<file path="src/ctd_pkg.sv">
// types, constants and helper functions for the compact timestamp decoder
// no dependencies; used by every module of the block
`default_nettype none

package ctd_pkg;

   localparam int NumDigits  = 14;
   localparam int NumPairs   = NumDigits / 2;
   localparam int PairWidth  = 7;

   localparam logic [6:0]  PivotReset  = 7'd70;
   localparam logic [10:0] YearBase19  = 11'd1900;
   localparam logic [10:0] YearBase20  = 11'd2000;
   localparam logic [6:0]  Century19   = 7'd19;
   localparam logic [6:0]  Century20   = 7'd20;
   localparam logic [6:0]  LateYearMax = 7'd35;
   localparam logic [6:0]  DayFreeMax  = 7'd31;
   localparam logic [6:0]  HourLimit   = 7'd24;
   localparam logic [6:0]  MinSecLimit = 7'd60;
   localparam logic [6:0]  MonthMax    = 7'd12;
   localparam logic [3:0]  DigitMax    = 4'd9;
   localparam logic [3:0]  MinCount    = 4'd6;

   localparam logic [5:0] MaskSec   = 6'b000001;
   localparam logic [5:0] MaskMin   = 6'b000010;
   localparam logic [5:0] MaskHour  = 6'b000100;
   localparam logic [5:0] MaskDay   = 6'b001000;
   localparam logic [5:0] MaskMonth = 6'b010000;
   localparam logic [5:0] MaskYear  = 6'b100000;

   // layouts in priority order
   typedef enum logic [3:0] {
      LAY_Y4MDHMS = 4'd0,
      LAY_Y4MDHM  = 4'd1,
      LAY_Y2MDHMS = 4'd2,
      LAY_MDHMS   = 4'd3,
      LAY_Y2MDHM  = 4'd4,
      LAY_Y4MDH   = 4'd5,
      LAY_MDHM    = 4'd6,
      LAY_Y4MD    = 4'd7,
      LAY_DHMS    = 4'd8,
      LAY_Y2MDH   = 4'd9,
      LAY_Y2MD    = 4'd10,
      LAY_Y4M     = 4'd11,
      LAY_HMS     = 4'd12,
      LAY_DHM     = 4'd13,
      LAY_MDH     = 4'd14
   } layout_type;

   localparam int NumLayouts = 15;

   typedef struct packed {
      logic [55:0] digits_bcd;
      logic [3:0]  digit_count;
   } req_type;

   typedef struct packed {
      logic [5:0]  field_mask;
      logic [10:0] year;
      logic [3:0]  month;
      logic [4:0]  day_of_month;
      logic [4:0]  hour;
      logic [5:0]  minute;
      logic [5:0]  second;
   } rsp_type;

   // after the digit stage: two-digit values and length checks
   typedef struct packed {
      logic [NumPairs-1:0][PairWidth-1:0] pair;
      logic                               digits_ok;
      logic [3:0]                         digit_count;
   } pair_type;

   // after the check stage: per-layout pass bits and year candidates
   typedef struct packed {
      logic [NumPairs-1:0][PairWidth-1:0] pair;
      logic [NumLayouts-1:0]              pass;
      logic [10:0]                        year4;
      logic [10:0]                        year2;
   } check_type;

   function automatic logic [4:0] month_limit(input logic [6:0] mo);
      logic [4:0] lim;
      lim = 5'd31;
      if (mo == 7'd2) begin
         lim = 5'd29;
      end else if (mo inside {7'd4, 7'd6, 7'd9, 7'd11}) begin
         lim = 5'd30;
      end
      return lim;
   endfunction

   function automatic logic month_ok(input logic [6:0] mo);
      return (mo != 7'd0) && (mo <= MonthMax);
   endfunction

   function automatic logic month_day_ok(input logic [6:0] mo, input logic [6:0] dy);
      return month_ok(mo) && (dy <= {2'b00, month_limit(mo)});
   endfunction

endpackage

`default_nettype wire

</file>
<file path="src/ctd_pair_stage.sv">
// first pipeline stage: bcd pairs to binary, digit and length checks
// depends on ctd_pkg
`default_nettype none

module ctd_pair_stage (
   input  wire logic              clock,
   input  wire logic              reset,
   input  wire logic              enable,
   input  wire logic              valid_in,
   input  wire ctd_pkg::req_type  data_in,
   output logic                   valid_ff,
   output ctd_pkg::pair_type      data_ff
);

   ctd_pkg::pair_type data_in_c;

   always_comb begin
      logic [3:0] hi;
      logic [3:0] lo;
      logic [7:0] sum;
      logic       all_ok;
      data_in_c = '0;
      all_ok    = 1'b1;
      for (int i = 0; i < ctd_pkg::NumDigits; i++) begin
         // only digits inside the count must be decimal
         if (data_in.digits_bcd[55 - 4*i -: 4] > ctd_pkg::DigitMax &&
             4'(i) < data_in.digit_count) begin
            all_ok = 1'b0;
         end
      end
      for (int k = 0; k < ctd_pkg::NumPairs; k++) begin
         hi  = data_in.digits_bcd[55 - 8*k -: 4];
         lo  = data_in.digits_bcd[51 - 8*k -: 4];
         sum = {1'b0, hi, 3'b000} + {3'b000, hi, 1'b0} + {4'b0000, lo};
         data_in_c.pair[k] = sum[ctd_pkg::PairWidth-1:0];
      end
      data_in_c.digits_ok   = all_ok && (data_in.digit_count >= ctd_pkg::MinCount) &&
                              !data_in.digit_count[0];
      data_in_c.digit_count = data_in.digit_count;
   end

   always_ff @(posedge clock) begin
      if (reset) begin
         valid_ff <= 1'b0;
      end else if (enable) begin
         valid_ff <= valid_in;
      end
   end

   always_ff @(posedge clock) begin
      if (enable) begin
         data_ff <= data_in_c;
      end
   end

endmodule

`default_nettype wire

</file>
<file path="src/ctd_check_stage.sv">
// second pipeline stage: field range checks and per-layout pass bits
// depends on ctd_pkg
`default_nettype none

module ctd_check_stage (
   input  wire logic               clock,
   input  wire logic               reset,
   input  wire logic               enable,
   input  wire logic [6:0]         century_pivot,
   input  wire logic               valid_in,
   input  wire ctd_pkg::pair_type  data_in,
   output logic                    valid_ff,
   output ctd_pkg::check_type      data_ff
);

   ctd_pkg::check_type data_in_c;

   always_comb begin
      logic [ctd_pkg::NumPairs-1:0] lt24;
      logic [ctd_pkg::NumPairs-1:0] lt60;
      logic [2:0]                   md;
      logic                         y4ok;
      logic                         y2ok;
      logic                         dfree;
      logic                         mo2;
      logic                         ok6, ok8, ok10, ok12, ok14;
      logic [6:0]                   p0, p1;

      p0 = data_in.pair[0];
      p1 = data_in.pair[1];
      for (int k = 0; k < ctd_pkg::NumPairs; k++) begin
         lt24[k] = data_in.pair[k] < ctd_pkg::HourLimit;
         lt60[k] = data_in.pair[k] < ctd_pkg::MinSecLimit;
      end
      for (int k = 0; k < 3; k++) begin
         md[k] = ctd_pkg::month_day_ok(data_in.pair[k], data_in.pair[k+1]);
      end
      mo2   = ctd_pkg::month_ok(data_in.pair[2]);
      dfree = p0 <= ctd_pkg::DayFreeMax;
      y4ok  = (p0 == ctd_pkg::Century19) ||
              ((p0 == ctd_pkg::Century20) && (p1 <= ctd_pkg::LateYearMax));
      y2ok  = (p0 >= century_pivot) || (p0 <= ctd_pkg::LateYearMax);

      ok6  = data_in.digits_ok && (data_in.digit_count == 4'd6);
      ok8  = data_in.digits_ok && (data_in.digit_count == 4'd8);
      ok10 = data_in.digits_ok && (data_in.digit_count == 4'd10);
      ok12 = data_in.digits_ok && (data_in.digit_count == 4'd12);
      ok14 = data_in.digits_ok && (data_in.digit_count == 4'd14);

      data_in_c      = '0;
      data_in_c.pair = data_in.pair;
      data_in_c.pass[ctd_pkg::LAY_Y4MDHMS] = ok14 && y4ok && md[2] && lt24[4] && lt60[5] &&
                                             lt60[6];
      data_in_c.pass[ctd_pkg::LAY_Y4MDHM]  = ok12 && y4ok && md[2] && lt24[4] && lt60[5];
      data_in_c.pass[ctd_pkg::LAY_Y2MDHMS] = ok12 && y2ok && md[1] && lt24[3] && lt60[4] &&
                                             lt60[5];
      data_in_c.pass[ctd_pkg::LAY_MDHMS]   = ok10 && md[0] && lt24[2] && lt60[3] && lt60[4];
      data_in_c.pass[ctd_pkg::LAY_Y2MDHM]  = ok10 && y2ok && md[1] && lt24[3] && lt60[4];
      data_in_c.pass[ctd_pkg::LAY_Y4MDH]   = ok10 && y4ok && md[2] && lt24[4];
      data_in_c.pass[ctd_pkg::LAY_MDHM]    = ok8 && md[0] && lt24[2] && lt60[3];
      data_in_c.pass[ctd_pkg::LAY_Y4MD]    = ok8 && y4ok && md[2];
      data_in_c.pass[ctd_pkg::LAY_DHMS]    = ok8 && dfree && lt24[1] && lt60[2] && lt60[3];
      data_in_c.pass[ctd_pkg::LAY_Y2MDH]   = ok8 && y2ok && md[1] && lt24[3];
      data_in_c.pass[ctd_pkg::LAY_Y2MD]    = ok6 && y2ok && md[1];
      data_in_c.pass[ctd_pkg::LAY_Y4M]     = ok6 && y4ok && mo2;
      data_in_c.pass[ctd_pkg::LAY_HMS]     = ok6 && lt24[0] && lt60[1] && lt60[2];
      data_in_c.pass[ctd_pkg::LAY_DHM]     = ok6 && dfree && lt24[1] && lt60[2];
      data_in_c.pass[ctd_pkg::LAY_MDH]     = ok6 && md[0] && lt24[2];

      // four-digit year: century pair is 19 or 20 whenever it passes
      data_in_c.year4 = ((p0 == ctd_pkg::Century19) ? ctd_pkg::YearBase19
                                                    : ctd_pkg::YearBase20) + {4'd0, p1};
      // two-digit year pivoted by the register
      data_in_c.year2 = ((p0 >= century_pivot) ? ctd_pkg::YearBase19
                                               : ctd_pkg::YearBase20) + {4'd0, p0};
   end

   always_ff @(posedge clock) begin
      if (reset) begin
         valid_ff <= 1'b0;
      end else if (enable) begin
         valid_ff <= valid_in;
      end
   end

   always_ff @(posedge clock) begin
      if (enable) begin
         data_ff <= data_in_c;
      end
   end

endmodule

`default_nettype wire

</file>
<file path="src/ctd_select_stage.sv">
// third pipeline stage: first passing layout picks the result, output register
// depends on ctd_pkg
`default_nettype none

module ctd_select_stage (
   input  wire logic                clock,
   input  wire logic                reset,
   input  wire logic                enable,
   input  wire logic                valid_in,
   input  wire ctd_pkg::check_type  data_in,
   output logic                     valid_ff,
   output ctd_pkg::rsp_type         data_ff
);

   ctd_pkg::rsp_type    data_in_c;
   ctd_pkg::layout_type sel;
   logic                found;

   always_comb begin
      found = 1'b0;
      sel   = ctd_pkg::LAY_Y4MDHMS;
      for (int i = 0; i < ctd_pkg::NumLayouts; i++) begin
         if (!found && data_in.pass[i]) begin
            found = 1'b1;
            sel   = ctd_pkg::layout_type'(4'(i));
         end
      end
   end

   always_comb begin
      logic [ctd_pkg::NumPairs-1:0][ctd_pkg::PairWidth-1:0] p;
      p = data_in.pair;
      data_in_c              = '0;
      data_in_c.day_of_month = 5'd1;
      if (found) begin
         case (sel)
            ctd_pkg::LAY_Y4MDHMS: begin
               data_in_c.field_mask   = ctd_pkg::MaskYear | ctd_pkg::MaskMonth |
                                        ctd_pkg::MaskDay | ctd_pkg::MaskHour |
                                        ctd_pkg::MaskMin | ctd_pkg::MaskSec;
               data_in_c.year         = data_in.year4;
               data_in_c.month        = 4'(p[2]);
               data_in_c.day_of_month = 5'(p[3]);
               data_in_c.hour         = 5'(p[4]);
               data_in_c.minute       = 6'(p[5]);
               data_in_c.second       = 6'(p[6]);
            end
            ctd_pkg::LAY_Y4MDHM: begin
               data_in_c.field_mask   = ctd_pkg::MaskYear | ctd_pkg::MaskMonth |
                                        ctd_pkg::MaskDay | ctd_pkg::MaskHour |
                                        ctd_pkg::MaskMin;
               data_in_c.year         = data_in.year4;
               data_in_c.month        = 4'(p[2]);
               data_in_c.day_of_month = 5'(p[3]);
               data_in_c.hour         = 5'(p[4]);
               data_in_c.minute       = 6'(p[5]);
            end
            ctd_pkg::LAY_Y2MDHMS: begin
               data_in_c.field_mask   = ctd_pkg::MaskYear | ctd_pkg::MaskMonth |
                                        ctd_pkg::MaskDay | ctd_pkg::MaskHour |
                                        ctd_pkg::MaskMin | ctd_pkg::MaskSec;
               data_in_c.year         = data_in.year2;
               data_in_c.month        = 4'(p[1]);
               data_in_c.day_of_month = 5'(p[2]);
               data_in_c.hour         = 5'(p[3]);
               data_in_c.minute       = 6'(p[4]);
               data_in_c.second       = 6'(p[5]);
            end
            ctd_pkg::LAY_MDHMS: begin
               data_in_c.field_mask   = ctd_pkg::MaskMonth | ctd_pkg::MaskDay |
                                        ctd_pkg::MaskHour | ctd_pkg::MaskMin |
                                        ctd_pkg::MaskSec;
               data_in_c.month        = 4'(p[0]);
               data_in_c.day_of_month = 5'(p[1]);
               data_in_c.hour         = 5'(p[2]);
               data_in_c.minute       = 6'(p[3]);
               data_in_c.second       = 6'(p[4]);
            end
            ctd_pkg::LAY_Y2MDHM: begin
               data_in_c.field_mask   = ctd_pkg::MaskYear | ctd_pkg::MaskMonth |
                                        ctd_pkg::MaskDay | ctd_pkg::MaskHour |
                                        ctd_pkg::MaskMin;
               data_in_c.year         = data_in.year2;
               data_in_c.month        = 4'(p[1]);
               data_in_c.day_of_month = 5'(p[2]);
               data_in_c.hour         = 5'(p[3]);
               data_in_c.minute       = 6'(p[4]);
            end
            ctd_pkg::LAY_Y4MDH: begin
               data_in_c.field_mask   = ctd_pkg::MaskYear | ctd_pkg::MaskMonth |
                                        ctd_pkg::MaskDay | ctd_pkg::MaskHour;
               data_in_c.year         = data_in.year4;
               data_in_c.month        = 4'(p[2]);
               data_in_c.day_of_month = 5'(p[3]);
               data_in_c.hour         = 5'(p[4]);
            end
            ctd_pkg::LAY_MDHM: begin
               data_in_c.field_mask   = ctd_pkg::MaskMonth | ctd_pkg::MaskDay |
                                        ctd_pkg::MaskHour | ctd_pkg::MaskMin;
               data_in_c.month        = 4'(p[0]);
               data_in_c.day_of_month = 5'(p[1]);
               data_in_c.hour         = 5'(p[2]);
               data_in_c.minute       = 6'(p[3]);
            end
            ctd_pkg::LAY_Y4MD: begin
               data_in_c.field_mask   = ctd_pkg::MaskYear | ctd_pkg::MaskMonth |
                                        ctd_pkg::MaskDay;
               data_in_c.year         = data_in.year4;
               data_in_c.month        = 4'(p[2]);
               data_in_c.day_of_month = 5'(p[3]);
            end
            ctd_pkg::LAY_DHMS: begin
               data_in_c.field_mask   = ctd_pkg::MaskDay | ctd_pkg::MaskHour |
                                        ctd_pkg::MaskMin | ctd_pkg::MaskSec;
               data_in_c.day_of_month = 5'(p[0]);
               data_in_c.hour         = 5'(p[1]);
               data_in_c.minute       = 6'(p[2]);
               data_in_c.second       = 6'(p[3]);
            end
            ctd_pkg::LAY_Y2MDH: begin
               data_in_c.field_mask   = ctd_pkg::MaskYear | ctd_pkg::MaskMonth |
                                        ctd_pkg::MaskDay | ctd_pkg::MaskHour;
               data_in_c.year         = data_in.year2;
               data_in_c.month        = 4'(p[1]);
               data_in_c.day_of_month = 5'(p[2]);
               data_in_c.hour         = 5'(p[3]);
            end
            ctd_pkg::LAY_Y2MD: begin
               data_in_c.field_mask   = ctd_pkg::MaskYear | ctd_pkg::MaskMonth |
                                        ctd_pkg::MaskDay;
               data_in_c.year         = data_in.year2;
               data_in_c.month        = 4'(p[1]);
               data_in_c.day_of_month = 5'(p[2]);
            end
            ctd_pkg::LAY_Y4M: begin
               data_in_c.field_mask   = ctd_pkg::MaskYear | ctd_pkg::MaskMonth;
               data_in_c.year         = data_in.year4;
               data_in_c.month        = 4'(p[2]);
            end
            ctd_pkg::LAY_HMS: begin
               data_in_c.field_mask   = ctd_pkg::MaskHour | ctd_pkg::MaskMin |
                                        ctd_pkg::MaskSec;
               data_in_c.hour         = 5'(p[0]);
               data_in_c.minute       = 6'(p[1]);
               data_in_c.second       = 6'(p[2]);
            end
            ctd_pkg::LAY_DHM: begin
               data_in_c.field_mask   = ctd_pkg::MaskDay | ctd_pkg::MaskHour |
                                        ctd_pkg::MaskMin;
               data_in_c.day_of_month = 5'(p[0]);
               data_in_c.hour         = 5'(p[1]);
               data_in_c.minute       = 6'(p[2]);
            end
            ctd_pkg::LAY_MDH: begin
               data_in_c.field_mask   = ctd_pkg::MaskMonth | ctd_pkg::MaskDay |
                                        ctd_pkg::MaskHour;
               data_in_c.month        = 4'(p[0]);
               data_in_c.day_of_month = 5'(p[1]);
               data_in_c.hour         = 5'(p[2]);
            end
            default: begin
               data_in_c.field_mask = '0;
            end
         endcase
      end
   end

   always_ff @(posedge clock) begin
      if (reset) begin
         valid_ff <= 1'b0;
      end else if (enable) begin
         valid_ff <= valid_in;
      end
   end

   always_ff @(posedge clock) begin
      if (enable) begin
         data_ff <= data_in_c;
      end
   end

endmodule

`default_nettype wire

</file>
<file path="src/compact_timestamp_decoder_unit.sv">
// top level of the compact timestamp decoder: pivot register and three-stage pipeline
// depends on ctd_pkg, ctd_pair_stage, ctd_check_stage, ctd_select_stage
//
// usage
// - req channel: one item carries up to 14 bcd digits, left-aligned, and a digit count
// - rsp channel: one item per request, a field mask and the decoded calendar fields;
//   mask 0 means no layout matched (day_of_month then reads 1, the rest 0)
// - csr port: csr_wr_en writes csr_wr_data into the century pivot;
//   write it only while no item is in flight
// - pipeline: each accepted item is registered by the pair, check and select stages
//   in turn (digit pairs, range checks, layout select; each stage ends in a register),
//   and the select stage register drives the rsp channel
// - throughput: one item per cycle unless rsp_ready stalls the three-register pipeline
// - stall: when rsp_ready is low the stages fill up and hold; req_ready drops only
//   once every stage holds an item, and nothing is lost or repeated
// - reset: synchronous, clears all stage valid bits and sets the pivot to 70
`default_nettype none

module compact_timestamp_decoder_unit (
   input  wire logic              clock,
   input  wire logic              reset,
   // request channel
   input  wire logic              req_valid,
   output logic                   req_ready,
   input  wire ctd_pkg::req_type  req_payload,
   // response channel
   output logic                   rsp_valid,
   input  wire logic              rsp_ready,
   output ctd_pkg::rsp_type       rsp_payload,
   // configuration
   input  wire logic              csr_wr_en,
   input  wire logic [6:0]        csr_wr_data
);

   logic [6:0]          pivot_ff;
   logic [6:0]          pivot_in;

   // stage enables: a stage moves when it is empty or the next one moves
   logic                en_pair;
   logic                en_check;
   logic                en_select;

   logic                pair_valid;
   ctd_pkg::pair_type   pair_data;
   logic                check_valid;
   ctd_pkg::check_type  check_data;

   assign pivot_in = csr_wr_en ? csr_wr_data : pivot_ff;

   always_ff @(posedge clock) begin
      if (reset) begin
         pivot_ff <= ctd_pkg::PivotReset;
      end else begin
         pivot_ff <= pivot_in;
      end
   end

   assign en_select = !rsp_valid || rsp_ready;
   assign en_check  = !check_valid || en_select;
   assign en_pair   = !pair_valid || en_check;
   assign req_ready = en_pair;

   // bcd pairs to binary, digit and length checks
   ctd_pair_stage u_pair (
      .clock    (clock),
      .reset    (reset),
      .enable   (en_pair),
      .valid_in (req_valid),
      .data_in  (req_payload),
      .valid_ff (pair_valid),
      .data_ff  (pair_data)
   );

   // field range checks, one pass bit per layout
   ctd_check_stage u_check (
      .clock         (clock),
      .reset         (reset),
      .enable        (en_check),
      .century_pivot (pivot_ff),
      .valid_in      (pair_valid),
      .data_in       (pair_data),
      .valid_ff      (check_valid),
      .data_ff       (check_data)
   );

   // priority select, doubles as the output register
   ctd_select_stage u_select (
      .clock    (clock),
      .reset    (reset),
      .enable   (en_select),
      .valid_in (check_valid),
      .data_in  (check_data),
      .valid_ff (rsp_valid),
      .data_ff  (rsp_payload)
   );

endmodule

`default_nettype wire

</file>
<file path="config.mk">
export PLATFORM = sky130hd
export DESIGN_NAME = compact_timestamp_decoder_unit
export DESIGN_NICKNAME = d
export VERILOG_FILES = /design/src/ctd_pkg.sv /design/src/ctd_pair_stage.sv /design/src/ctd_check_stage.sv /design/src/ctd_select_stage.sv /design/src/compact_timestamp_decoder_unit.sv
export SDC_FILE = /design/constraint.sdc
export NUM_CORES = 1
export LEC_CHECK = 0
export ABC_CLOCK_PERIOD_IN_PS = 4400
export BUFFER_PORTS_ARGS = -buffer_cell sky130_fd_sc_hd__buf_2
export CAP_MARGIN = 10
export CORE_ASPECT_RATIO = 0.7
export CORE_UTILIZATION = 30
export CTS_BUF_LIST = sky130_fd_sc_hd__clkbuf_4
export DETAILED_ROUTE_END_ITERATION = 8
export GPL_TIMING_DRIVEN = 0
export HOLD_SLACK_MARGIN = 0.1
export PLACE_DENSITY_LB_ADDON = 0.08
export SLEW_MARGIN = 20
export SYNTH_ARGS = -nofsm -noshare
export SYNTH_HDL_FRONTEND = slang
export SYNTH_SLANG_ARGS = --single-unit
</file>
<file path="constraint.sdc">
create_clock -name clock -period 4.4 [get_ports clock]
set_clock_uncertainty 0.2 [all_clocks]
set_input_delay 0.66 -clock clock [delete_from_list [all_inputs] [get_ports clock]]
set_output_delay 0.66 -clock clock [all_outputs]
set_load 0.005 [all_outputs]
</file>
After elaboration in Yosys (flattened, before gate mapping) --
Cells that the tools add are included. W data, S select, Z words.
Operators by class: reduce and logical (&&, ||, !) cells 135, equal/unequal tests 36, order comparisons 50, add/subtract/negate cells 16, muxes and demuxes 58
Operators with widths (count):
- $logic_and A1 B1 Y1 | 91
- $pmux W6 S11 | 1
- $pmux W6 S5 | 2
- $gt A4 B4 Y1 const B | 14
- $add A7 B4 Y7 | 7
- $add A7 B5 Y7 | 7
- $eq A4 B4 Y1 const B | 11
- $eq A7 B3 Y1 const B | 6
- $eq A7 B4 Y1 const B | 6
- $lt A7 B6 Y1 const B | 6
- $lt A7 B5 Y1 const B | 5
- $mux W1 | 33
- $mux W4 | 7
- $pmux W5 S5 | 1
- $lt A4 B4 Y1 const A | 6
- $add A11 B7 Y11 | 2
- $pmux W11 S2 | 1
- $eq A7 B2 Y1 const B | 3
- $le A7 B4 Y1 const B | 3
- $le A7 B5 Y1 | 3
- $reduce_bool A7 Y1 | 3
- $eq A4 B3 Y1 const B | 5
- $pmux W5 S4 | 1
- $logic_not A1 Y1 | 18
- other kinds (22) | 53
Word-level totals: output and inout bits 45, input bits 72, flip-flop bits (word level) 185, logic and storage cells 325

Depth between registers and ports, before layout --
depth after elaboration 46, mapped depth 15, gate-level depth less buffers 14

Modules after synthesis --
A second synthesis with hierarchy kept.
Unflattened totals: cell total of the unflattened synthesis 749, area total of the unflattened synthesis 9800.6 um^2
Modules (own cells, without submodules):
- ctd_check_stage | cells each 266, area an instance 3701.0 um^2, times used 1, sequential area each 2422.3 um^2
- ctd_pair_stage | cells each 198, area an instance 3096.7 um^2, times used 1, sequential area each 1641.6 um^2
- ctd_select_stage | cells each 260, area an instance 2721.4 um^2, times used 1, sequential area each 1311.3 um^2
- compact_timestamp_decoder_unit | cells each 25, area an instance 281.5 um^2, times used 1, sequential area each 140.1 um^2

Worst setup path after synthesis --
No wires, ideal clock.
path kind register -> register, start point reg u_pair.data_ff[5] (netlist name), end point reg u_check.data_ff[6] (netlist name) (data pin), period minus slack after synthesis 3.104 ns, setup time 0.258 ns, path buffers 1, arrival 2.646 ns, data required time 3.942 ns, path slack 1.296 ns, stages on the path, launching flop included 16, cell sequence edfxtp_1 -> clkbuf_1 -> inv_1 -> ha_1 -> nand2b_1 -> a21o_1 -> a21oi_1 -> o21ai_0 -> nand2_1 -> inv_1 -> ha_1 -> fa_1 -> a21oi_1 -> nor2_1 -> nor2_1 -> xnor2_1
RTL lines:
- start: declaration | RTL line ctd_pair_stage.sv:12 | output ctd_pkg::pair_type data_ff
- start signal: assignment | RTL line ctd_pair_stage.sv:52 | data_ff <= data_in_c;
- end signal: assignment | RTL line ctd_check_stage.sv:88 | data_ff <= data_in_c;
- end: declaration | RTL line ctd_check_stage.sv:13 | output ctd_pkg::check_type data_ff

==> results.sh <==
export IMPL_hold_viol_final=0
export IMPL_cpLargestDelayFamily="compound AO/OA/AOI/OAI gates"
export IMPL_cts_root_buf="clkbuf_4"
export IMPL_vias_per_cell=4.98
export IMPL_place_gp_congestion=0.861
export IMPL_grt_pass1_wl_mm=39.7
export IMPL_boundaryPins=117
export IMPL_tightest_slew_ns=0.826
export IMPL_cp_cell_sequence="clkbuf_1 -> inv_1 -> ha_1 -> nand2b_1 -> a21o_1 -> a21oi_1 -> o21ai_0 -> nand2_1 -> inv_1 -> ha_1 -> fa_1 -> a21oi_1 -> nor2_1 -> o31ai_1"
export IMPL_final_net_count=1080
export IMPL_crit_path_end_kind="flip-flop"
export IMPL_reg2reg_from="u_pair.data_ff[5]"
export IMPL_cts_resized=0
export IMPL_grt_max_degree=58
export IMPL_synthSimpleGateAreaFrac=0.0981
export IMPL_clock_path_buffers=2
export IMPL_startpoint="u_pair.data_ff[5]"
export IMPL_die_h_um=152
export IMPL_yosys_warnings=0
export IMPL_wl_met1_mm=14.4
export IMPL_min_path_type="primary input to flip-flop"
export IMPL_numCtsBuffers=17
export IMPL_start_kind="flip-flop"
export IMPL_worstPathArrival_ns=3.99
export IMPL_status="completed"
export IMPL_initial_core_util=0.308
export IMPL_final_util=0.361
export IMPL_dp_hpwl_mm=19.9
export IMPL_numClockSinks=181
export IMPL_syn_area_per_cell_um2=12.6
export IMPL_drive_above_1_share=0.195
export IMPL_routed_top_layer="met4"
export IMPL_initialDrtViolationCount=559
export IMPL_hold_buffers=18
export IMPL_relSlewSlack=0.449
export IMPL_leakage_nw=4.78
export IMPL_synth_async_reset_ratio=0
export IMPL_power_density_nw_per_um2=375
export IMPL_p_sw_frac=0.305
export IMPL_pwr_share_seq=0.584
export IMPL_grt_antenna_before_repair=1
export IMPL_ys_flop_type="edfxtp_1"
export IMPL_num_rows=54
export IMPL_die_area_um2=33000
export IMPL_drc=0
export IMPL_path_max_fanout=9
export IMPL_hp_start="req_payload[3]"
export IMPL_wl_met2_mm=10.0
export IMPL_synthMuxAreaShare=0.00413
export IMPL_power_switching_w=0.00130
export IMPL_first_global_vias=6635
export IMPL_synth_top_family_by_area="compound AO/OA/AOI/OAI gates"
export IMPL_final_max_slew_violation_count=0
export IMPL_tritoncts="yes"
export IMPL_synth_distinct_cells=73
export IMPL_cap_viol_max_count=0
export IMPL_wl_met3_mm=1.14
export IMPL_period_share=0.877
export IMPL_synth_xor_area_frac=0.0262
export IMPL_setup_viol=0
export IMPL_syn_inst=768
export IMPL_drtAntennaViolNets=0
export IMPL_synth_edff_count=171
export IMPL_synthAdderAreaFrac=0.123
export IMPL_crit_type="flip-flop to flip-flop"
export IMPL_gr_usage_all_layers=0.159
export IMPL_core_um2=31500
export IMPL_synth_seq_area_share=0.550
export IMPL_h_tree_depth=4
export IMPL_pwr_share_clk=0.243
export IMPL_syn_area_um2=9690
export IMPL_finalWirelength_mm=25.9
export IMPL_first_pass_iters=6
export IMPL_critPathRequiredTime_ns=4.54
export IMPL_wl_per_cell_um=19.1
export IMPL_rsz0062_at_grt="no"
export IMPL_critPathMaxStageDelay_ns=0.41
export IMPL_synth_fp_nets=926
export IMPL_die_w_um=217
export IMPL_p_int_w=0.00297
export IMPL_max_freq_mhz=259
export IMPL_setup_tns_ns=0
export IMPL_grt_overflow=0
export IMPL_route_vias_total=6757
export IMPL_numPortBuffers=114
export IMPL_post_cts_buffers=0
export IMPL_slowest_stage="edfxtp_1"
export IMPL_area_growth_pct=17.4
export IMPL_pwr_share_comb=0.174
export IMPL_insertion_delay_ns=0.58
export IMPL_synth_compound_area_share=0.170
export IMPL_critPathBufInv=3
export IMPL_path_clk_slew_ns=0.15
export IMPL_finalCriticalPeriod_ns=3.86
export IMPL_synth_seq_cells=181
export IMPL_irDropWorstVdd_mv=0.159
## final timing paths
path / slack [ns] / endpoint / cells after the start
hold / removal: 0.16 / u_pair.data_ff[3] / 1
hold reg to reg: 0.23 / u_check.data_ff[72] / 0
setup reg to reg: 0.54 / u_check.data_ff[8] / 14
setup / recovery: 0.54 / u_check.data_ff[8] / 14
## sequential cells by signal, indices dropped and copies added, names as in the netlist
register           cells
pivot_ff               7
u_check.valid_ff       1
u_check.data_ff       74
u_select.valid_ff      1
u_select.data_ff      43
u_pair.data_ff        54
u_pair.valid_ff        1
## Yosys cell counts, types with 15 or more instances
cell type  instances  area [um2]
a21o_1            17         128
a21oi_1           37         185
a32oi_1           22         193
clkbuf_1          15        56.3
edfxtp_1         171        5130
fa_1              16         320
ha_1              70         876
inv_1             39         146
nand2_1           52         195
nor2_1            52         195
o21ai_0           28         140
xnor2_1           20         175
## final cells by class
cell class | instances | area (um2)
Timing Repair Buffer | 135 | 826
Inverter | 39 | 149
Tap cell | 420 | 526
Sequential cell | 181 | 5340
Buffer | 26 | 128
Antenna cell | 1 | 2.50
Clock inverter | 15 | 193
Multi-Input combinational cell | 522 | 4090
Clock buffer | 17 | 128
Fill cell | 3159 | 20100
## cells in the final DEF, fill, tap and decap left out, types with 4 or more instances in the layout
cell type	Yosys	routed
nor3_1	10	10
o211ai_1	10	10
buf_2	6	120
nor2_1	52	52
dfxtp_1	10	10
mux2i_1	4	4
a21oi_1	37	37
a2111oi_0	4	4
nor2b_1	4	4
nor3b_1	4	4
nor4_1	8	8
a21o_1	17	17
xnor2_1	20	20
fa_1	16	16
o31a_1	5	5
a22oi_1	8	8
o22ai_1	4	4
and3_1	7	7
xor2_1	9	9
nand2b_1	5	5
a221o_1	5	5
a31oi_1	13	13
dlygate4sd3_1	0	18
edfxtp_1	171	171
a22o_1	11	11
clkbuf_1	15	15
buf_4	4	4
o31ai_1	14	14
inv_1	39	37
o221ai_1	5	5
a41oi_1	6	6
a221oi_1	11	11
nand4_1	7	7
a32oi_1	22	22
ha_1	70	70
nand3_1	7	7
nand2_1	52	51
clkbuf_4	0	17
o21ai_0	28	28
## stage by stage
stage	hold WS [ns]	std cells	power, W	instance area, um2	worst slack, ns
2_1_floorplan	0.200	768	0.00287	9690	1.30
5_1_grt	0.107	1356	0.00450	11400	0.301
4_1_cts	0.108	1355	0.00431	11400	0.525
6_report	0.156	1356	0.00427	11400	0.543
3_3_place_gp	0.203	1302	0.00326	10800	0.290
3_5_place_dp	0.206	1305	0.00326	10900	0.553
## metal layers
| metal | GRT usage | up-vias |
|---|---|---|
| li1 | - | 3339 |
| met1 | 0.252 | 3227 |
| met2 | 0.214 | 174 |
| met3 | 0.0325 | 17 |
| met4 | 0.0416 | 0 |
| met5 | 0 | - |
## cells by family (layout without fill, tap and decap cells)
group / count (synthesis) / count (layout)
AO/OA/AOI/OAI: 220 / 220
XOR/XNOR: 29 / 29
adder cells (fa/ha/maj): 86 / 86
buffers and inverters: 65 / 232
flip-flops: 181 / 181
multiplexers: 4 / 4
other: 0 / 1
AND/OR/NAND/NOR: 183 / 183
## power by group through the flow
stage	Combinational, W	Sequential, W	Clock [W]
floorplan	0.000484	0.00238	0
global placement	0.000729	0.00253	0
detailed placement	0.000733	0.00253	0
CTS	0.000750	0.00249	0.00108
global route	0.000841	0.00252	0.00113
finish	0.000741	0.00249	0.00104
Note: power is estimated with default switching activity, not from simulation.
